--- config.mk ---
export PLATFORM = sky130hd
export DESIGN_NAME = color_key_sprite_blit
export DESIGN_NICKNAME = d
export VERILOG_FILES = /design/src/rtl/core/ckb_pkg.sv /design/src/rtl/core/ckb_front.sv /design/src/rtl/core/ckb_fifo.sv /design/src/rtl/core/ckb_back.sv /design/src/rtl/core/color_key_sprite_blit.sv
export VERILOG_INCLUDE_DIRS = /design/src /design/src/rtl/core
export SDC_FILE = /design/constraint.sdc
export NUM_CORES = 1
export LEC_CHECK = 0
export BUFFER_PORTS_ARGS = -buffer_cell sky130_fd_sc_hd__buf_2
export CAP_MARGIN = 20
export CORE_MARGIN = 3
export CORE_UTILIZATION = 54
export CTS_BUF_LIST = sky130_fd_sc_hd__clkbuf_2 sky130_fd_sc_hd__clkbuf_4 sky130_fd_sc_hd__clkbuf_8
export CTS_CLUSTER_DIAMETER = 200
export DETAILED_ROUTE_END_ITERATION = 10
export PLACE_DENSITY = 0.73
export REMOVE_ABC_BUFFERS = 1
export SETUP_SLACK_MARGIN = 0.3
export SKIP_LAST_GASP = 1
export SYNTH_ARGS = -nofsm -noshare
export SYNTH_HDL_FRONTEND = slang
export SYNTH_SLANG_ARGS = --single-unit
--- constraint.sdc ---
create_clock -name clk -period 9.84 [get_ports clk]
set_input_delay 0.984 -clock clk [delete_from_list [all_inputs] [get_ports clk]]
set_output_delay 0.984 -clock clk [all_outputs]
set_load 0.01 [all_outputs]
--- src/rtl/core/color_key_sprite_blit_assert.svh ---
// Assertion macros used by the color key sprite blitter queue.
`ifndef COLOR_KEY_SPRITE_BLIT_ASSERT_SVH
`define COLOR_KEY_SPRITE_BLIT_ASSERT_SVH

`ifndef ASSERT_OFF

// Condition that must hold at every clock edge out of reset.
`define CKB_ASSERT_ALWAYS(name, cond) \
  name: assert property (@(posedge clk) disable iff (!rst_n) (cond)) \
    else $error("%m: invariant violated");

// Antecedent implies consequent in the same cycle.
`define CKB_ASSERT_IMPLIES(name, pre, post) \
  name: assert property (@(posedge clk) disable iff (!rst_n) (pre) |-> (post)) \
    else $error("%m: implication violated");

// Antecedent implies consequent in the next cycle.
`define CKB_ASSERT_NEXT(name, pre, post) \
  name: assert property (@(posedge clk) disable iff (!rst_n) (pre) |=> (post)) \
    else $error("%m: next-cycle implication violated");

`else

`define CKB_ASSERT_ALWAYS(name, cond)
`define CKB_ASSERT_IMPLIES(name, pre, post)
`define CKB_ASSERT_NEXT(name, pre, post)

`endif

`endif

--- src/rtl/core/ckb_pkg.sv ---
// Shared types and constants of the color key sprite blitter.
`default_nettype none

package ckb_pkg;

  // Largest sprite side accepted before saturation.
  localparam int MAX_DIM_DEF = 2048;

  // Field widths.
  localparam int ACTION_W  = 1;
  localparam int DRAW_W    = 13;
  localparam int CENTER_W  = 11;
  localparam int SIZE_W    = 12;
  localparam int PIX_W     = 32;
  localparam int KEY_W     = 24;
  localparam int DIM_W     = 12;
  localparam int PITCH_W   = 15;
  localparam int ADDR_W    = 25;
  localparam int CFG_DATA_W = 24;
  localparam int CFG_IDX_W = 2;

  // Origin is anchor minus hot spot, one bit wider than the anchor.
  localparam int ORG_W = DRAW_W + 1;
  // Destination position is origin plus a counter, one bit wider again.
  localparam int POS_W = ORG_W + 1;
  localparam int PROD_W = DIM_W + PITCH_W;

  // Input tdata layout, lowest bit first.
  localparam int DRAW_X_LSB   = 0;
  localparam int DRAW_Y_LSB   = DRAW_X_LSB + DRAW_W;
  localparam int CENTER_X_LSB = DRAW_Y_LSB + DRAW_W;
  localparam int CENTER_Y_LSB = CENTER_X_LSB + CENTER_W;
  localparam int SPR_W_LSB    = CENTER_Y_LSB + CENTER_W;
  localparam int SPR_H_LSB    = SPR_W_LSB + SIZE_W;
  localparam int PIXEL_LSB    = SPR_H_LSB + SIZE_W;
  localparam int IN_BITS      = PIXEL_LSB + PIX_W;
  localparam int IN_TDATA_W   = ((IN_BITS + 7) / 8) * 8;

  // Output tdata layout, lowest bit first.
  localparam int ADDR_LSB     = 0;
  localparam int WDATA_LSB    = ADDR_LSB + ADDR_W;
  localparam int OUT_BITS     = WDATA_LSB + PIX_W;
  localparam int OUT_TDATA_W  = ((OUT_BITS + 7) / 8) * 8;

  // Action codes.
  localparam logic [ACTION_W-1:0] ACT_START = 1'b0;
  localparam logic [ACTION_W-1:0] ACT_PIXEL = 1'b1;

  // Configuration register indexes.
  localparam logic [CFG_IDX_W-1:0] CFG_COLOR_KEY   = 2'd0;
  localparam logic [CFG_IDX_W-1:0] CFG_DEST_WIDTH  = 2'd1;
  localparam logic [CFG_IDX_W-1:0] CFG_DEST_HEIGHT = 2'd2;
  localparam logic [CFG_IDX_W-1:0] CFG_DEST_PITCH  = 2'd3;

  // Configuration reset values.
  localparam logic [KEY_W-1:0]   RST_COLOR_KEY   = 24'd0;
  localparam logic [DIM_W-1:0]   RST_DEST_WIDTH  = 12'd640;
  localparam logic [DIM_W-1:0]   RST_DEST_HEIGHT = 12'd480;
  localparam logic [PITCH_W-1:0] RST_DEST_PITCH  = 15'd2560;

  // Queue between the front and back halves.
  localparam int FIFO_DEPTH = 4;
  localparam int FIFO_PTR_W = $clog2(FIFO_DEPTH);
  localparam int FIFO_CNT_W = $clog2(FIFO_DEPTH + 1);

  typedef struct packed {
    logic [KEY_W-1:0]   color_key;
    logic [DIM_W-1:0]   dest_width;
    logic [DIM_W-1:0]   dest_height;
    logic [PITCH_W-1:0] dest_pitch;
  } ckb_cfg_t;

  // One classified item handed from the front to the back.
  typedef struct packed {
    logic               wr;
    logic [DIM_W-1:0]   row;
    logic [DIM_W-1:0]   col;
    logic [PIX_W-1:0]   pixel;
    logic               last;
  } ckb_op_t;

endpackage

`default_nettype wire

--- src/rtl/core/ckb_front.sv ---
// Front half: sprite state, pixel clipping, key test and last detection.
`default_nettype none

module ckb_front #(
  parameter int MAX_DIM = ckb_pkg::MAX_DIM_DEF
) (
  input  wire                            clk,
  input  wire                            rst_n,
  input  wire                            in_tvalid,
  output logic                           in_tready,
  input  wire  [ckb_pkg::IN_TDATA_W-1:0] in_tdata,
  input  wire  [ckb_pkg::ACTION_W-1:0]   in_tuser,
  input  wire  ckb_pkg::ckb_cfg_t        cfg,
  input  wire                            q_full,
  output logic                           q_push,
  output ckb_pkg::ckb_op_t               q_op
);
  import ckb_pkg::*;

  localparam int CW = $clog2(MAX_DIM);
  localparam int DW = $clog2(MAX_DIM + 1);

  logic signed [ORG_W-1:0] org_col_r, org_col_nxt;
  logic signed [ORG_W-1:0] org_row_r, org_row_nxt;
  logic [DW-1:0]           run_w_r, run_w_nxt;
  logic [DW-1:0]           run_h_r, run_h_nxt;
  logic [CW-1:0]           col_cnt_r, col_cnt_nxt;
  logic [CW-1:0]           row_cnt_r, row_cnt_nxt;
  logic                    busy_r, busy_nxt;

  logic [DRAW_W-1:0]   draw_x, draw_y;
  logic [CENTER_W-1:0] center_x, center_y;
  logic [SIZE_W-1:0]   spr_w, spr_h;
  logic [PIX_W-1:0]    pixel;
  logic                is_pixel;
  logic [DW-1:0]       clamp_w, clamp_h;
  logic [POS_W-1:0]    col_pos, row_pos;
  logic                col_vis, row_vis, key_hit;
  logic [DW-1:0]       col_inc, row_inc;
  logic                col_end, row_end, run_end;
  logic                active;

  assign draw_x   = in_tdata[DRAW_X_LSB +: DRAW_W];
  assign draw_y   = in_tdata[DRAW_Y_LSB +: DRAW_W];
  assign center_x = in_tdata[CENTER_X_LSB +: CENTER_W];
  assign center_y = in_tdata[CENTER_Y_LSB +: CENTER_W];
  assign spr_w    = in_tdata[SPR_W_LSB +: SIZE_W];
  assign spr_h    = in_tdata[SPR_H_LSB +: SIZE_W];
  assign pixel    = in_tdata[PIXEL_LSB +: PIX_W];
  assign is_pixel = (in_tuser == ACT_PIXEL);

  assign in_tready = !q_full;
  assign q_push    = in_tvalid && !q_full;

  // Sizes above the limit saturate to it.
  assign clamp_w = ({1'b0, spr_w} > (SIZE_W + 1)'(MAX_DIM)) ? DW'(MAX_DIM) : DW'(spr_w);
  assign clamp_h = ({1'b0, spr_h} > (SIZE_W + 1)'(MAX_DIM)) ? DW'(MAX_DIM) : DW'(spr_h);

  // Destination position of the current pixel and its clip test.
  assign col_pos = {org_col_r[ORG_W-1], org_col_r} + POS_W'(col_cnt_r);
  assign row_pos = {org_row_r[ORG_W-1], org_row_r} + POS_W'(row_cnt_r);
  assign col_vis = !col_pos[POS_W-1] &&
                   (col_pos[POS_W-2:0] < (POS_W - 1)'(cfg.dest_width));
  assign row_vis = !row_pos[POS_W-1] &&
                   (row_pos[POS_W-2:0] < (POS_W - 1)'(cfg.dest_height));
  assign key_hit = (pixel[KEY_W-1:0] == cfg.color_key);

  assign col_inc = DW'(col_cnt_r) + 1'b1;
  assign row_inc = DW'(row_cnt_r) + 1'b1;
  assign col_end = (col_inc >= run_w_r);
  assign row_end = (row_inc >= run_h_r);
  assign run_end = col_end && row_end;
  assign active  = is_pixel && busy_r;

  always_comb begin
    q_op.wr    = active && col_vis && row_vis && !key_hit;
    q_op.row   = q_op.wr ? row_pos[DIM_W-1:0] : '0;
    q_op.col   = q_op.wr ? col_pos[DIM_W-1:0] : '0;
    q_op.pixel = q_op.wr ? pixel : '0;
    q_op.last  = active && run_end;
  end

  always_comb begin
    org_col_nxt = org_col_r;
    org_row_nxt = org_row_r;
    run_w_nxt   = run_w_r;
    run_h_nxt   = run_h_r;
    col_cnt_nxt = col_cnt_r;
    row_cnt_nxt = row_cnt_r;
    busy_nxt    = busy_r;
    if (q_push) begin
      if (!is_pixel) begin
        org_col_nxt = $signed({draw_x[DRAW_W-1], draw_x}) -
                      $signed({{(ORG_W - CENTER_W){1'b0}}, center_x});
        org_row_nxt = $signed({draw_y[DRAW_W-1], draw_y}) -
                      $signed({{(ORG_W - CENTER_W){1'b0}}, center_y});
        run_w_nxt   = clamp_w;
        run_h_nxt   = clamp_h;
        col_cnt_nxt = '0;
        row_cnt_nxt = '0;
        busy_nxt    = (clamp_w != '0) && (clamp_h != '0);
      end else if (busy_r) begin
        if (run_end) begin
          busy_nxt    = 1'b0;
          col_cnt_nxt = '0;
          row_cnt_nxt = '0;
        end else if (col_end) begin
          col_cnt_nxt = '0;
          row_cnt_nxt = row_cnt_r + 1'b1;
        end else begin
          col_cnt_nxt = col_cnt_r + 1'b1;
        end
      end
    end
  end

  always_ff @(posedge clk) begin
    if (!rst_n) begin
      org_col_r <= '0;
      org_row_r <= '0;
      run_w_r   <= '0;
      run_h_r   <= '0;
      col_cnt_r <= '0;
      row_cnt_r <= '0;
      busy_r    <= 1'b0;
    end else begin
      org_col_r <= org_col_nxt;
      org_row_r <= org_row_nxt;
      run_w_r   <= run_w_nxt;
      run_h_r   <= run_h_nxt;
      col_cnt_r <= col_cnt_nxt;
      row_cnt_r <= row_cnt_nxt;
      busy_r    <= busy_nxt;
    end
  end

endmodule

`default_nettype wire

--- src/rtl/core/ckb_fifo.sv ---
// Short queue of classified items between the front and back halves.
`default_nettype none

`include "color_key_sprite_blit_assert.svh"

module ckb_fifo (
  input  wire                    clk,
  input  wire                    rst_n,
  input  wire                    push,
  input  wire ckb_pkg::ckb_op_t  push_op,
  output logic                   full,
  input  wire                    pop,
  output ckb_pkg::ckb_op_t       pop_op,
  output logic                   empty
);
  import ckb_pkg::*;

  ckb_op_t               slot_r [FIFO_DEPTH];
  logic [FIFO_PTR_W-1:0] wr_ptr_r, wr_ptr_nxt;
  logic [FIFO_PTR_W-1:0] rd_ptr_r, rd_ptr_nxt;
  logic [FIFO_CNT_W-1:0] cnt_r, cnt_nxt;

  assign full   = (cnt_r == FIFO_CNT_W'(FIFO_DEPTH));
  assign empty  = (cnt_r == '0);
  assign pop_op = slot_r[rd_ptr_r];

  always_comb begin
    wr_ptr_nxt = push ? FIFO_PTR_W'(wr_ptr_r + 1'b1) : wr_ptr_r;
    rd_ptr_nxt = pop  ? FIFO_PTR_W'(rd_ptr_r + 1'b1) : rd_ptr_r;
    cnt_nxt    = cnt_r + FIFO_CNT_W'(push) - FIFO_CNT_W'(pop);
  end

  always_ff @(posedge clk) begin
    if (push) begin
      slot_r[wr_ptr_r] <= push_op;
    end
  end

  always_ff @(posedge clk) begin
    if (!rst_n) begin
      wr_ptr_r <= '0;
      rd_ptr_r <= '0;
      cnt_r    <= '0;
    end else begin
      wr_ptr_r <= wr_ptr_nxt;
      rd_ptr_r <= rd_ptr_nxt;
      cnt_r    <= cnt_nxt;
    end
  end

  `CKB_ASSERT_ALWAYS(a_cnt_bound, cnt_r <= FIFO_CNT_W'(FIFO_DEPTH))
  `CKB_ASSERT_IMPLIES(a_pop_nonempty, pop, cnt_r != '0)
  `CKB_ASSERT_IMPLIES(a_push_room, push, !full || pop)
  `CKB_ASSERT_IMPLIES(a_ptr_match, cnt_r == '0 || full, wr_ptr_r == rd_ptr_r)
  `CKB_ASSERT_NEXT(a_cnt_grow, push && !pop, cnt_r == $past(cnt_r) + 1'b1)

endmodule

`default_nettype wire

--- src/rtl/core/ckb_back.sv ---
// Back half: address multiply, address add and the output register.
`default_nettype none

module ckb_back (
  input  wire                             clk,
  input  wire                             rst_n,
  input  wire  [ckb_pkg::PITCH_W-1:0]     dest_pitch,
  input  wire                             q_empty,
  input  wire  ckb_pkg::ckb_op_t          q_op,
  output logic                            q_pop,
  output logic                            out_tvalid,
  input  wire                             out_tready,
  output logic [ckb_pkg::OUT_TDATA_W-1:0] out_tdata,
  output logic                            out_tuser,
  output logic                            out_tlast
);
  import ckb_pkg::*;

  // Multiply stage.
  logic               s1_v_r;
  logic [PROD_W-1:0]  s1_prod_r;
  logic [DIM_W-1:0]   s1_col_r;
  logic [PIX_W-1:0]   s1_pix_r;
  logic               s1_wr_r;
  logic               s1_last_r;

  // Output register.
  logic               o_v_r;
  logic [ADDR_W-1:0]  o_addr_r;
  logic [PIX_W-1:0]   o_data_r;
  logic               o_we_r;
  logic               o_last_r;

  logic               o_ready, s1_ready;
  logic [PROD_W-1:0]  addr_sum;

  assign o_ready  = !o_v_r || out_tready;
  assign s1_ready = !s1_v_r || o_ready;
  assign q_pop    = !q_empty && s1_ready;
  assign addr_sum = s1_prod_r + PROD_W'({s1_col_r, 2'b00});

  always_ff @(posedge clk) begin
    if (s1_ready) begin
      s1_prod_r <= PROD_W'(q_op.row) * PROD_W'(dest_pitch);
      s1_col_r  <= q_op.col;
      s1_pix_r  <= q_op.pixel;
      s1_wr_r   <= q_op.wr;
      s1_last_r <= q_op.last;
    end
    if (o_ready) begin
      o_addr_r <= s1_wr_r ? addr_sum[ADDR_W-1:0] : '0;
      o_data_r <= s1_wr_r ? s1_pix_r : '0;
      o_we_r   <= s1_wr_r;
      o_last_r <= s1_last_r;
    end
  end

  always_ff @(posedge clk) begin
    if (!rst_n) begin
      s1_v_r <= 1'b0;
      o_v_r  <= 1'b0;
    end else begin
      if (s1_ready) begin
        s1_v_r <= q_pop;
      end
      if (o_ready) begin
        o_v_r <= s1_v_r;
      end
    end
  end

  assign out_tvalid = o_v_r;
  assign out_tuser  = o_we_r;
  assign out_tlast  = o_last_r;
  assign out_tdata  = OUT_TDATA_W'({o_data_r, o_addr_r});

endmodule

`default_nettype wire

--- src/rtl/core/color_key_sprite_blit.sv ---
// Top level of the color keyed, clipped 32-bit sprite blitter.
//
//  Channel  Direction  Handshake            Payload
//  in_      slave      in_tvalid/tready     tdata: draw_x, draw_y, center_x, center_y,
//                                           sprite_width, sprite_height, pixel;
//                                           tuser: action
//  out_     master     out_tvalid/tready    tdata: dest_addr, write_data;
//                                           tuser: write_enable; tlast: last
//  cfg_     write      cfg_we               cfg_addr index, cfg_wdata value
//
// One transaction is accepted per clock while the queue has room, and each
// input transaction yields exactly one output transaction once the output is free.
// The front half classifies a transaction in the cycle it is accepted; the back
// half registers the row times pitch product in its multiply stage and adds the
// column byte offset ahead of the output register.
// Reset is synchronous and active low; it clears the sprite state, the queue and
// the pipeline valids, and loads the configuration defaults.
// A stalled output fills the back pipeline and then the four-entry queue; only
// when the queue is full does in_tready drop.
`default_nettype none

module color_key_sprite_blit #(
  parameter int MAX_DIM = ckb_pkg::MAX_DIM_DEF
) (
  input  wire                             clk,
  input  wire                             rst_n,

  input  wire                             in_tvalid,
  output logic                            in_tready,
  // From bit 0: draw_x[12:0], draw_y[25:13], center_x[36:26], center_y[47:37],
  // sprite_width[59:48], sprite_height[71:60], pixel[103:72].
  input  wire  [ckb_pkg::IN_TDATA_W-1:0]  in_tdata,
  // From bit 0: action (0 start a sprite, 1 one source pixel).
  input  wire  [ckb_pkg::ACTION_W-1:0]    in_tuser,

  output logic                            out_tvalid,
  input  wire                             out_tready,
  // From bit 0: dest_addr[24:0], write_data[56:25], zero fill above.
  output logic [ckb_pkg::OUT_TDATA_W-1:0] out_tdata,
  // From bit 0: write_enable.
  output logic                            out_tuser,
  output logic                            out_tlast,

  input  wire                             cfg_we,
  input  wire  [ckb_pkg::CFG_IDX_W-1:0]   cfg_addr,
  input  wire  [ckb_pkg::CFG_DATA_W-1:0]  cfg_wdata
);
  import ckb_pkg::*;

  ckb_cfg_t cfg_r, cfg_nxt;
  ckb_op_t  push_op, pop_op;
  logic     q_push, q_pop, q_full, q_empty;

  // Configuration registers. Each write keeps only the low bits its register holds.
  always_comb begin
    cfg_nxt = cfg_r;
    if (cfg_we) begin
      case (cfg_addr)
        CFG_COLOR_KEY:   cfg_nxt.color_key   = cfg_wdata[KEY_W-1:0];
        CFG_DEST_WIDTH:  cfg_nxt.dest_width  = cfg_wdata[DIM_W-1:0];
        CFG_DEST_HEIGHT: cfg_nxt.dest_height = cfg_wdata[DIM_W-1:0];
        CFG_DEST_PITCH:  cfg_nxt.dest_pitch  = cfg_wdata[PITCH_W-1:0];
        default:         cfg_nxt = cfg_r;
      endcase
    end
  end

  always_ff @(posedge clk) begin
    if (!rst_n) begin
      cfg_r.color_key   <= RST_COLOR_KEY;
      cfg_r.dest_width  <= RST_DEST_WIDTH;
      cfg_r.dest_height <= RST_DEST_HEIGHT;
      cfg_r.dest_pitch  <= RST_DEST_PITCH;
    end else begin
      cfg_r <= cfg_nxt;
    end
  end

  // The front half owns the sprite counters and decides for every pixel whether
  // it is written, then queues the result.
  ckb_front #(
    .MAX_DIM (MAX_DIM)
  ) u_front (
    .clk       (clk),
    .rst_n     (rst_n),
    .in_tvalid (in_tvalid),
    .in_tready (in_tready),
    .in_tdata  (in_tdata),
    .in_tuser  (in_tuser),
    .cfg       (cfg_r),
    .q_full    (q_full),
    .q_push    (q_push),
    .q_op      (push_op)
  );

  // The queue lets the front keep taking transactions while the output stalls.
  ckb_fifo u_fifo (
    .clk     (clk),
    .rst_n   (rst_n),
    .push    (q_push),
    .push_op (push_op),
    .full    (q_full),
    .pop     (q_pop),
    .pop_op  (pop_op),
    .empty   (q_empty)
  );

  // The back half forms the byte address and drives the output channel.
  ckb_back u_back (
    .clk        (clk),
    .rst_n      (rst_n),
    .dest_pitch (cfg_r.dest_pitch),
    .q_empty    (q_empty),
    .q_op       (pop_op),
    .q_pop      (q_pop),
    .out_tvalid (out_tvalid),
    .out_tready (out_tready),
    .out_tdata  (out_tdata),
    .out_tuser  (out_tuser),
    .out_tlast  (out_tlast)
  );

endmodule

`default_nettype wire

==> Word-level counts from Yosys, hierarchy flattened <==
Memory sizes are Yosys's and may differ from the RTL's. A register that Yosys moved wholly into a read port is not among the register bits.
Index checks and enable logic that the tools add are counted.
{ "totals": {"input_bits": 136, "output_inout_bits": 68, "mem_bits_rw": 232, "ff_bits": 277, "mem_count": 1, "elab_cells": 105} }
{ "classes": {"muxes": 20, "reduce_logical": 31, "n_eq_ne": 7, "bitwise_logic": 1, "addsub": 13, "n_lt_le_gt_ge": 6, "mul": 1} }
{ "memory_table": {"columns": ["name", "words", "word_bits", "rd", "rd_clocked_by_memory_dff", "wr", "line", "rtl"], "rows": [
  ["u_fifo.slot_r", 4, 58, 1, 1, 1, "ckb_fifo.sv:18", "ckb_op_t slot_r [FIFO_DEPTH];"]
]} }
{ "ops": {"columns": ["cell", "n"], "rows": [
  ["$mux 11", 8],
  ["$mux 12", 4],
  ["$mux 32", 1],
  ["$add 14x12->15", 2],
  ["$lt 14x12->1", 2],
  ["$sub 13x12->14", 2],
  ["$add 25x14->25", 1],
  ["$mul 12x15->25", 1],
  ["$add 11x1->12 const B", 2],
  ["$eq 24x24->1", 1],
  ["$ge 12x12->1", 2],
  ["$gt 12x12->1 const B", 2],
  ["$reduce_bool 12->1", 2],
  ["$add 11x1->11 const B", 2],
  ["$reduce_and 2->1", 6],
  ["$logic_and 1x1->1", 11],
  ["$logic_not 1->1", 7],
  ["$mux 1", 5],
  ["$add 2x1->2 const B", 2],
  ["$eq 2x2->1 const B", 2],
  ["$mux 2", 2],
  ["$add 3x1->3", 1],
  ["$eq 3x3->1 const B", 1],
  ["$logic_not 3->1", 1],
  ["8 further kinds", 9]
]} }

==> Longest topological paths before layout <==
Gate-level depths: netlist (run 1).
{ "logic_depth": {"word_depth": 7, "mapped_depth": 23, "ltp_nobuf": 20} }

==> By module <==
From an unflattened synthesis (run 1), not the netlist that was laid out.
{ "unflattened": {"hier_cells": 2539, "area_unflattened_um2": 29813.6} }
{ "by_module_without_submodules": {"columns": ["module", "instances", "seq_area_each_um2", "cells_per_inst", "area_each_um2"], "rows": [
  ["ckb_back", 1, 3943.8, 1016, 10865.4],
  ["ckb_fifo", 1, 7146.9, 346, 8836.0],
  ["ckb_front", 1, 1501.4, 933, 7614.8],
  ["color_key_sprite_blit", 1, 1261.2, 244, 2497.4]
]} }

==> Worst setup path after synthesis (run 1) <==
Ideal clock, no wire load.
{ "synth_timing": {"kind": "register -> register", "from": "register (tool-made name)", "to": "register u_back.s1_prod_r[24], data pin", "setup_slack_ps": 3560, "n_path_buf": 3, "t_arrival_ps": 6018, "period_less_slack_ps": 6280, "setup_ps": 262, "stages_incl_launch_ff": 22, "required_ps": 9578, "path_cell_list": "dfxtp_1 -> clkbuf_1 -> buf_2 -> mux4_2 -> clkbuf_1 -> nand2_1 -> fa_1 -> fa_1 -> fa_1 -> inv_1 -> fa_1 -> inv_1 -> fa_1 -> inv_1 -> ha_1 -> a21o_1 -> a21oi_1 -> a2bb2oi_1 -> o311ai_0 -> a41o_1 -> o41ai_1 -> nor2_1"} }
{ "synth_rtl": {"columns": ["element", "line", "rtl"], "rows": [
  ["to (signal assigned)", "ckb_back.sv:44", "s1_prod_r <= PROD_W'(q_op.row) * PROD_W'(dest_pitch);"],
  ["to (decl)", "ckb_back.sv:21", "logic [PROD_W-1:0] s1_prod_r;"]
]} }

==> results of run 1 <==
## worst min path at each step
stage                                     from                          to  slack (ps)  cells past startpoint
CTS                 u_back.s1_last_r$_DFFE_PN_  u_back.out_tlast$_DFFE_PP_         430                      0
floorplan           u_back.s1_last_r$_DFFE_PN_  u_back.out_tlast$_DFFE_PP_         400                      0
global placement    u_back.s1_last_r$_DFFE_PN_  u_back.out_tlast$_DFFE_PP_         420                      0
global route        u_back.s1_last_r$_DFFE_PN_  u_back.out_tlast$_DFFE_PP_         440                      0
detailed placement  u_back.s1_last_r$_DFFE_PN_  u_back.out_tlast$_DFFE_PP_         420                      0
finish              u_back.s1_last_r$_DFFE_PN_  u_back.out_tlast$_DFFE_PP_         430                      0
## cells in the final DEF (no fill, tap or decap), drive strengths merged, types with 10 or more instances in the layout
cell    synthesis  routed
mux4           58      58
ha            166     166
nand2         334     334
and3           27      27
xnor2          78      78
fa            135     135
o211ai         22      22
a22oi          14      14
buf            22     207
xor2           28      28
o21a           13      13
o21bai         10      10
a211oi         19      19
clkbuf         85     131
nor2b          12      12
nand3          49      49
edfxtp        362     362
or3            10      10
a21oi         133     133
nand4          15      15
clkinv          1      18
dfxtp         149     149
nor3           31      31
o21ai          45      45
nor2           94      94
a31oi          17      17
inv           279     284
nand3b         16      16
or2            10      10
a21o           29      29
nand2b         15      15
and2          176     176
## power by group through the flow
stage	combinational, mW	sequential [mW]	clock, mW
floorplan	2.09	3.15	0
global placement	2.91	3.06	0
detailed placement	2.99	3.08	0
CTS	3.01	3.04	1.90
global route	3.39	3.07	2.01
finish	2.98	3.03	1.86
## worst max-delay path, stage by stage (launching register included)
cell and delay (ps):
sky130_fd_sc_hd__dfxtp_4 590, sky130_fd_sc_hd__mux4_2 730, sky130_fd_sc_hd__and2_1 240, sky130_fd_sc_hd__fa_1 500
sky130_fd_sc_hd__fa_1 540, sky130_fd_sc_hd__fa_1 540, sky130_fd_sc_hd__fa_1 560, sky130_fd_sc_hd__inv_1 60
sky130_fd_sc_hd__fa_1 520, sky130_fd_sc_hd__inv_1 40, sky130_fd_sc_hd__ha_1 350, sky130_fd_sc_hd__a21o_1 180
sky130_fd_sc_hd__a21oi_1 190, sky130_fd_sc_hd__nor3b_1 190, sky130_fd_sc_hd__o311ai_0 280, sky130_fd_sc_hd__a41o_1 360
sky130_fd_sc_hd__o41ai_1 370, sky130_fd_sc_hd__nor2_1 70
## logic make-up after synthesis
| group | count (synthesis) | share of synthesized area [%] |
|---|---|---|
| compound gates | 365 | 8.187 |
| xor+xnor | 106 | 3.225 |
| fa+ha+maj | 301 | 16.60 |
| buf+inv | 387 | 5.237 |
| flops | 511 | 48.12 |
| mux | 61 | 4.641 |
| other cells | 1 | 0.01302 |
| simple gates | 819 | 13.98 |
## state kept, by name (all words and copies together), names as in the netlist, 14 cells and up, named ones only
name,flops
u_fifo.slot_r,232
u_back.s1_prod_r,25
u_front.org_col_r,14
u_back.o_addr_r,25
cfg_r,63
u_front.org_row_r,14
u_back.o_data_r,32
u_back.s1_pix_r,32
## metal layers
metal  vias to the layer above  share of wire, %  track usage [%]
met5                         -             0.012                0
met4                         2               2.5            7.073
met3                       110               5.9            4.437
met2                       571                50            40.86
met1                      9468                41            29.02
li1                       9236                 -                -
## cell type report
type / instances / area [um2]
fill: 4177 / 19970
sequential: 511 / 13860
multi-input combinational: 1659 / 13510
clock buffer: 131 / 1559
timing repair buffer: 207 / 1061
inverter: 280 / 1052
tap: 680 / 850.8
clock inverter: 23 / 160.2
antenna: 3 / 7.507
## metrics by stage
step	hold WS [ps]	setup WS [ps]	utilization (%)	power (mW)
after global placement	415.3	3363	58.28	5.972
after global routing	435.8	2920	61.61	8.476
after CTS	429.0	3276	61.60	7.952
after floorplan	400.3	1785	-	5.235
after detailed placement	417.7	3287	58.29	6.071
final	429.9	3248	61.61	7.872
==> impl_metrics.prom, run 1 <==
# TYPE chip_impl_metric gauge
chip_impl_metric{name="post-route-drc-count",unit=""} 0
chip_impl_metric{name="yosysUniqueCellTypes",unit=""} 71
chip_impl_metric{name="synth_sequential_area_ratio",unit="%"} 48.12
chip_impl_metric{name="clk_pin_slew_worst_paths",unit="ps"} 60
chip_impl_metric{name="dieWidth",unit="um"} 236.9
chip_impl_metric{name="leakagePower",unit="nW"} 13.53
chip_impl_metric{name="finalSetupViolCount",unit=""} 0
chip_impl_metric{name="first_pass_grt_wire_length",unit="um"} 104400
chip_impl_metric{name="internal_power",unit="mW"} 5.138
chip_impl_metric{name="power.share.switching",unit="%"} 34.73
chip_impl_metric{name="dpl.cell_count",unit=""} 3337
chip_impl_info{name="worst_setup_path_endpoint",value="u_back.s1_prod_r[24]$_DFFE_PN_"} 1
chip_impl_metric{name="first_global_vias",unit=""} 20258
chip_impl_metric{name="finish.instance_area",unit="um2"} 32060
chip_impl_metric{name="period_minus_slack",unit="ps"} 6592
chip_impl_metric{name="cts.sink_count",unit=""} 511
chip_impl_metric{name="cts-hold-fix-buffers",unit=""} 0
chip_impl_metric{name="start_util",unit="%"} 55.34
chip_impl_metric{name="rows",unit=""} 83
chip_impl_metric{name="share_comb_of_total_power",unit="%"} 37.8
chip_impl_metric{name="crit_path_max_fanout",unit=""} 18
chip_impl_metric{name="ioPinCount",unit=""} 204
chip_impl_metric{name="globalRouteTotalUtil",unit="%"} 23.20
chip_impl_metric{name="cts-resized-gates",unit=""} 0
chip_impl_metric{name="slew_violations",unit=""} 0
chip_impl_metric{name="async_set_reset_flop_share_out_of_synthesis",unit="%"} 0
chip_impl_metric{name="pwr-share-clk",unit="%"} 23.7
chip_impl_info{name="synthDominantAreaCellType",value="sky130_fd_sc_hd__edfxtp_1"} 1
chip_impl_metric{name="crit_arrival",unit="ps"} 6970
chip_impl_metric{name="cts_buffer_depth",unit=""} 3
chip_impl_metric{name="ant_nets",unit=""} 0
chip_impl_metric{name="netlist_instances",unit=""} 2551
chip_impl_metric{name="postSynthAreaPerCell",unit="um2"} 11.29
chip_impl_info{name="synth.cells.most_frequent",value="sky130_fd_sc_hd__edfxtp_1, sky130_fd_sc_hd__nand2_1, sky130_fd_sc_hd__inv_1"} 1
chip_impl_metric{name="post-route-period-util",unit="%"} 66.99
chip_impl_metric{name="tightest_slew",unit="ps"} 1054
chip_impl_info{name="worst-setup-path-type",value="reg -> reg"} 1
chip_impl_metric{name="drt_first_pass_iters",unit=""} 5
chip_impl_info{name="setup.worst_path.end_class",value="flop"} 1
chip_impl_info{name="synth.area.top_cells",value="sky130_fd_sc_hd__edfxtp_1, sky130_fd_sc_hd__dfxtp_1, sky130_fd_sc_hd__fa_1, sky130_fd_sc_hd__ha_1, sky130_fd_sc_hd__mux4_2"} 1
chip_impl_metric{name="route.detailed.wl_per_inst",unit="um"} 18.41
chip_impl_metric{name="fin_setup_tns",unit="ps"} 0
chip_impl_metric{name="area_growth_syn_to_layout",unit="%"} 11.34
chip_impl_metric{name="fin_nets",unit=""} 3180
chip_impl_metric{name="reg2reg_setup_slack",unit="ps"} 3250
chip_impl_info{name="cp-start-kind",value="flop"} 1
chip_impl_metric{name="core_region_area",unit="um2"} 52030
chip_impl_metric{name="fp.dieH",unit="um"} 236.9
chip_impl_metric{name="drt_first_iter_violations",unit=""} 1267
chip_impl_metric{name="antenna_found_initial",unit=""} 4
chip_impl_metric{name="power.net_switching",unit="mW"} 2.734
chip_impl_metric{name="cts_htree_levels",unit=""} 3
chip_impl_metric{name="timing.final.hold_violations",unit=""} 0
chip_impl_metric{name="seq_power_share",unit="%"} 38.5
chip_impl_info{name="worst_r2r_endpoint",value="u_back.s1_prod_r[24]$_DFFE_PN_"} 1
chip_impl_metric{name="detail_route.wirelength",unit="um"} 64310
chip_impl_metric{name="power-per-cell-area",unit="nW/um2"} 245.6
chip_impl_info{name="cell_with_the_most_instances_after_synthesis",value="sky130_fd_sc_hd__edfxtp_1"} 1
chip_impl_metric{name="die_outline_area",unit="um2"} 56120
chip_impl_info{name="timing.hold.worst.class",value="reg -> reg"} 1
chip_impl_info{name="run_status",value="completed"} 1
chip_impl_metric{name="vdd.ir_drop.worst",unit="uV"} 159.8
chip_impl_metric{name="port_buffers",unit=""} 196
chip_impl_info{name="setup_repair_after_global_routing_missed_its_margin",value="false"} 1
chip_impl_metric{name="worst_skew_pair_latency",unit="ps"} 650
chip_impl_metric{name="flip_flop_and_latch_count_after_synthesis",unit=""} 511
chip_impl_metric{name="routed_via_density",unit=""} 5.549
chip_impl_info{name="cts-root-buf",value="sky130_fd_sc_hd__clkbuf_8"} 1
chip_impl_metric{name="place_hpwl",unit="um"} 45750
chip_impl_metric{name="synth_area",unit="um2"} 28790
chip_impl_metric{name="post-cts-setup-buffer-count",unit=""} 0
chip_impl_metric{name="finalWeightedCongestion",unit=""} 0.8515
chip_impl_metric{name="vias",unit=""} 19387
chip_impl_metric{name="final-instance-count-excl-fill",unit=""} 3494
chip_impl_metric{name="yosysWarningCount",unit=""} 0
chip_impl_info{name="synth_top_flop_cell",value="sky130_fd_sc_hd__edfxtp_1"} 1
chip_impl_metric{name="fmax",unit="MHz"} 151.7
chip_impl_metric{name="slew_headroom",unit="%"} 29.47
chip_impl_metric{name="synth-edff-count",unit=""} 362
chip_impl_metric{name="worst-r2r-cell-count",unit=""} 17
chip_impl_metric{name="placed_cell_area",unit="um2"} 30330
chip_impl_metric{name="timing.max_cap.violations",unit=""} 0
chip_impl_info{name="tritoncts_clock_tree",value="yes"} 1
chip_impl_metric{name="area_fraction_of_the_dominant_cell_type_after_synthesis",unit="%"} 37.76
chip_impl_metric{name="finClkSkew",unit="ps"} 32.66
chip_impl_metric{name="global_route.overflow_total",unit=""} 0
chip_impl_metric{name="layout-drive-gt1-share",unit="%"} 15.51
chip_impl_metric{name="largest_net_degree_at_the_start_of_global_routing",unit=""} 79
chip_impl_metric{name="timing.critical_path.required",unit="ps"} 10220
chip_impl_metric{name="cts-buffers-inserted",unit=""} 84
Power figures use the tool's default switching activity.
==> inputs of run 2 (changes only) <==
--- a/config.mk
+++ b/config.mk
@@ -13,7 +13,7 @@
 export CTS_BUF_LIST = sky130_fd_sc_hd__clkbuf_2 sky130_fd_sc_hd__clkbuf_4 sky130_fd_sc_hd__clkbuf_8
 export CTS_CLUSTER_DIAMETER = 200
 export DETAILED_ROUTE_END_ITERATION = 10
-export PLACE_DENSITY = 0.73
+export PLACE_DENSITY = 0.75
 export REMOVE_ABC_BUFFERS = 1
 export SETUP_SLACK_MARGIN = 0.3
 export SKIP_LAST_GASP = 1
==> constraint.sdc (replaced) <==
create_clock -name clk -period 5.4 [get_ports clk]
set_input_delay 0.54 -clock clk [delete_from_list [all_inputs] [get_ports clk]]
set_output_delay 0.54 -clock clk [all_outputs]
set_load 0.01 [all_outputs]
==> run 2 against run 1 <==
Net effect: the flow now finishes with violations (negative setup slack); design area grew 5.1%; combinational power grew 130%; die area is the same; clock skew grew 15 ps; critical endpoint unchanged; largest cell class is now multi-input combinational cells; largest power group is now combinational logic.
==> impl_metrics.prom, run 2 (synthesized netlist as in run 1, its figures left out) <==
# TYPE chip_impl_metric gauge
chip_impl_metric{name="tightest_slew",unit="ps"} 1030
chip_impl_metric{name="worst_hold_slack",unit="ps"} 113.1
chip_impl_info{name="reg_top3",value="u_fifo.slot_r x232, cfg_r x63"} 1
chip_impl_metric{name="start_util",unit="%"} 55.34
chip_impl_metric{name="post-route-period-util",unit="%"} 105.6
chip_impl_metric{name="timing.final.hold_violations",unit=""} 0
chip_impl_metric{name="largest_net_degree_at_the_start_of_global_routing",unit=""} 70
chip_impl_metric{name="port_buffers",unit=""} 196
chip_impl_info{name="worst-setup-path-type",value="reg -> reg"} 1
chip_impl_metric{name="clk_pin_slew_worst_paths",unit="ps"} 60
chip_impl_metric{name="core_region_area",unit="um2"} 52030
chip_impl_info{name="final_common_cell",value="sky130_fd_sc_hd__edfxtp_1"} 1
chip_impl_info{name="worst_r2r_endpoint",value="u_back.s1_prod_r[24]$_DFFE_PN_"} 1
chip_impl_metric{name="dp_worst_setup_slack",unit="ps"} -805.3
chip_impl_metric{name="power-per-cell-area",unit="nW/um2"} 470.4
chip_impl_info{name="setup_repair_after_global_routing_missed_its_margin",value="true"} 1
chip_impl_metric{name="worst-r2r-cell-count",unit=""} 23
chip_impl_metric{name="finClkSkew",unit="ps"} 47.33
chip_impl_info{name="run_status",value="complete, but fails checks"} 1
chip_impl_metric{name="sequential_cell_area",unit="um2"} 13860
chip_impl_metric{name="min_delay_path_depth",unit=""} 3
chip_impl_metric{name="leakagePower",unit="nW"} 14.27
chip_impl_info{name="violations",value="negative setup slack"} 1
chip_impl_metric{name="groute.layer.met3.usage",unit="%"} 3.867
chip_impl_metric{name="fmax",unit="MHz"} 175.3
chip_impl_metric{name="reg2reg_setup_slack",unit="ps"} -300
chip_impl_info{name="cts-root-buf",value="sky130_fd_sc_hd__clkbuf_8"} 1
chip_impl_metric{name="drt_first_pass_iters",unit=""} 6
chip_impl_metric{name="largest_register_ffs",unit=""} 232
chip_impl_info{name="hold_path.startpoint",value="cfg_wdata[20]"} 1
chip_impl_metric{name="cts_htree_levels",unit=""} 3
chip_impl_metric{name="placed_cell_area",unit="um2"} 31050
chip_impl_metric{name="slew_violations",unit=""} 0
chip_impl_metric{name="cts_buffer_depth",unit=""} 3
chip_impl_metric{name="vias",unit=""} 20126
chip_impl_info{name="cp-start-kind",value="flop"} 1
chip_impl_metric{name="drt_first_iter_violations",unit=""} 1428
chip_impl_metric{name="dieWidth",unit="um"} 236.9
chip_impl_metric{name="cts-hold-fix-buffers",unit=""} 0
chip_impl_metric{name="worst_skew_pair_latency",unit="ps"} 680
chip_impl_metric{name="fin_nets",unit=""} 3307
chip_impl_metric{name="cts.sink_count",unit=""} 511
chip_impl_metric{name="period_minus_slack",unit="ps"} 5704
chip_impl_metric{name="detail_route.wirelength",unit="um"} 68080
chip_impl_info{name="setup.worst_path.end_class",value="flop"} 1
chip_impl_metric{name="ioPinCount",unit=""} 204
chip_impl_metric{name="routed_via_density",unit=""} 5.561
chip_impl_metric{name="area_of_combinational_cells_with_multiple_inputs",unit="um2"} 14040
chip_impl_metric{name="fp.dieH",unit="um"} 236.9
chip_impl_metric{name="crit_path_max_fanout",unit=""} 5
chip_impl_metric{name="vdd.ir_drop.worst",unit="uV"} 326.9
chip_impl_info{name="hold_end",value="cfg_r[59]$_SDFFE_PN0P_"} 1
chip_impl_info{name="tritoncts_clock_tree",value="yes"} 1
chip_impl_metric{name="slew_headroom",unit="%"} 31.33
chip_impl_metric{name="finish.instance_area",unit="um2"} 33700
chip_impl_metric{name="finished_core_util",unit="%"} 64.78
chip_impl_metric{name="first_global_vias",unit=""} 21008
chip_impl_metric{name="layout-drive-gt1-share",unit="%"} 22.67
chip_impl_metric{name="first_pass_grt_wire_length",unit="um"} 108400
chip_impl_metric{name="cts-buffers-inserted",unit=""} 81
chip_impl_metric{name="antenna_found_initial",unit=""} 10
chip_impl_metric{name="layout_setup_ws",unit="ps"} -304.4
chip_impl_metric{name="global_route.overflow_total",unit=""} 0
chip_impl_metric{name="timing.critical_path.required",unit="ps"} 5790
chip_impl_metric{name="die_outline_area",unit="um2"} 56120
chip_impl_metric{name="rows",unit=""} 83
chip_impl_metric{name="finalSetupViolCount",unit=""} 14
chip_impl_metric{name="crit_arrival",unit="ps"} 6090
chip_impl_info{name="timing.hold.worst.class",value="in -> reg"} 1
chip_impl_metric{name="filler_cell_count",unit=""} 3822
chip_impl_metric{name="fin_setup_tns",unit="ps"} -2308
chip_impl_metric{name="ant_nets",unit=""} 0
chip_impl_metric{name="area_growth_syn_to_layout",unit="%"} 17.06
chip_impl_metric{name="finalWeightedCongestion",unit=""} 0.8846
chip_impl_info{name="gr-max-usage-layer",value="met2"} 1
chip_impl_info{name="final_cell_mix",value="sky130_fd_sc_hd__edfxtp_1, sky130_fd_sc_hd__nand2_1, sky130_fd_sc_hd__inv_1, sky130_fd_sc_hd__buf_2, sky130_fd_sc_hd__and2_1"} 1
chip_impl_metric{name="gr-usage-met1",unit="%"} 29.90
chip_impl_metric{name="globalRouteTotalUtil",unit="%"} 24.14
chip_impl_metric{name="post-route-drc-count",unit=""} 0
chip_impl_metric{name="timing.max_cap.violations",unit=""} 0
chip_impl_metric{name="place_hpwl",unit="um"} 47970
chip_impl_info{name="largest_register",value="u_fifo.slot_r"} 1
chip_impl_metric{name="global_route.usage.met2",unit="%"} 42.16
chip_impl_metric{name="route.detailed.wl_per_inst",unit="um"} 18.81
## run 2: how the worst max path moves through the flow
stage,startpoint,to,cells past startpoint
final,flop,u_back.s1_prod_r[24]$_DFFE_PN_,23
after global routing,flop,u_back.s1_prod_r[24]$_DFFE_PN_,21
after CTS,flop,u_back.s1_prod_r[23]$_DFFE_PN_,22
after detailed placement,flop,u_back.s1_prod_r[24]$_DFFE_PN_,22
after global placement,flop,u_back.s1_prod_r[24]$_DFFE_PN_,17
after floorplan,flop,u_back.s1_prod_r[24]$_DFFE_PN_,17
## run 2: critical path: stages (launching register included)
cell and delay, ps:
sky130_fd_sc_hd__dfxtp_4 360, sky130_fd_sc_hd__buf_12 120, sky130_fd_sc_hd__buf_12 110, sky130_fd_sc_hd__mux4_2 580, sky130_fd_sc_hd__buf_6 170, sky130_fd_sc_hd__buf_6 120, sky130_fd_sc_hd__nand2_4 60, sky130_fd_sc_hd__fa_1 420
sky130_fd_sc_hd__fa_1 510, sky130_fd_sc_hd__inv_2 50, sky130_fd_sc_hd__ha_4 240, sky130_fd_sc_hd__fa_1 540, sky130_fd_sc_hd__inv_1 50, sky130_fd_sc_hd__fa_1 490, sky130_fd_sc_hd__inv_2 50, sky130_fd_sc_hd__ha_4 250
sky130_fd_sc_hd__o21a_1 140, sky130_fd_sc_hd__o31a_1 250, sky130_fd_sc_hd__nor2_4 80, sky130_fd_sc_hd__o311ai_2 360, sky130_fd_sc_hd__buf_4 180, sky130_fd_sc_hd__a41oi_2 110, sky130_fd_sc_hd__o21ai_1 150, sky130_fd_sc_hd__nor2_1 60
## run 2: report_power, final
group	internal, mW	switching [mW]
clock network	1.85	1.51
logic	3.23	3.75
registers	5.20	0.321
total	10.3	5.57
## run 2: layer usage
layer  wire length [um]  up-vias
met5                 48        -
met4               2331        6
met3               3926      148
met2              34250      680
met1              27520     9833
li1                   -     9459
## run 2: area by class of cell
type / instances / share of cell area, %
Sequential cell: 511 / 41.13
Antenna cell: 5 / 0.03712
Clock inverter: 27 / 0.6385
Clock buffer: 120 / 4.362
Tap cell: 680 / 2.524
Inverter: 280 / 3.122
Multi-Input combinational cell: 1659 / 41.65
Timing Repair Buffer: 337 / 6.534
## run 2: repair_timing
item | 4_1_cts | 5_1_grt
resized for setup | 114 | 46
cloned | 1 | 1
endpoints found under the setup margin | 241 | 244
pin swaps | 93 | 25
setup buffers | 25 | 8
## run 2: metrics by stage
step,std cells,power [mW]
floorplan,2450,9.539
global placement,3431,11.38
detailed placement,3432,11.61
CTS,3605,15.74
global route,3618,16.90
finish,3619,15.85
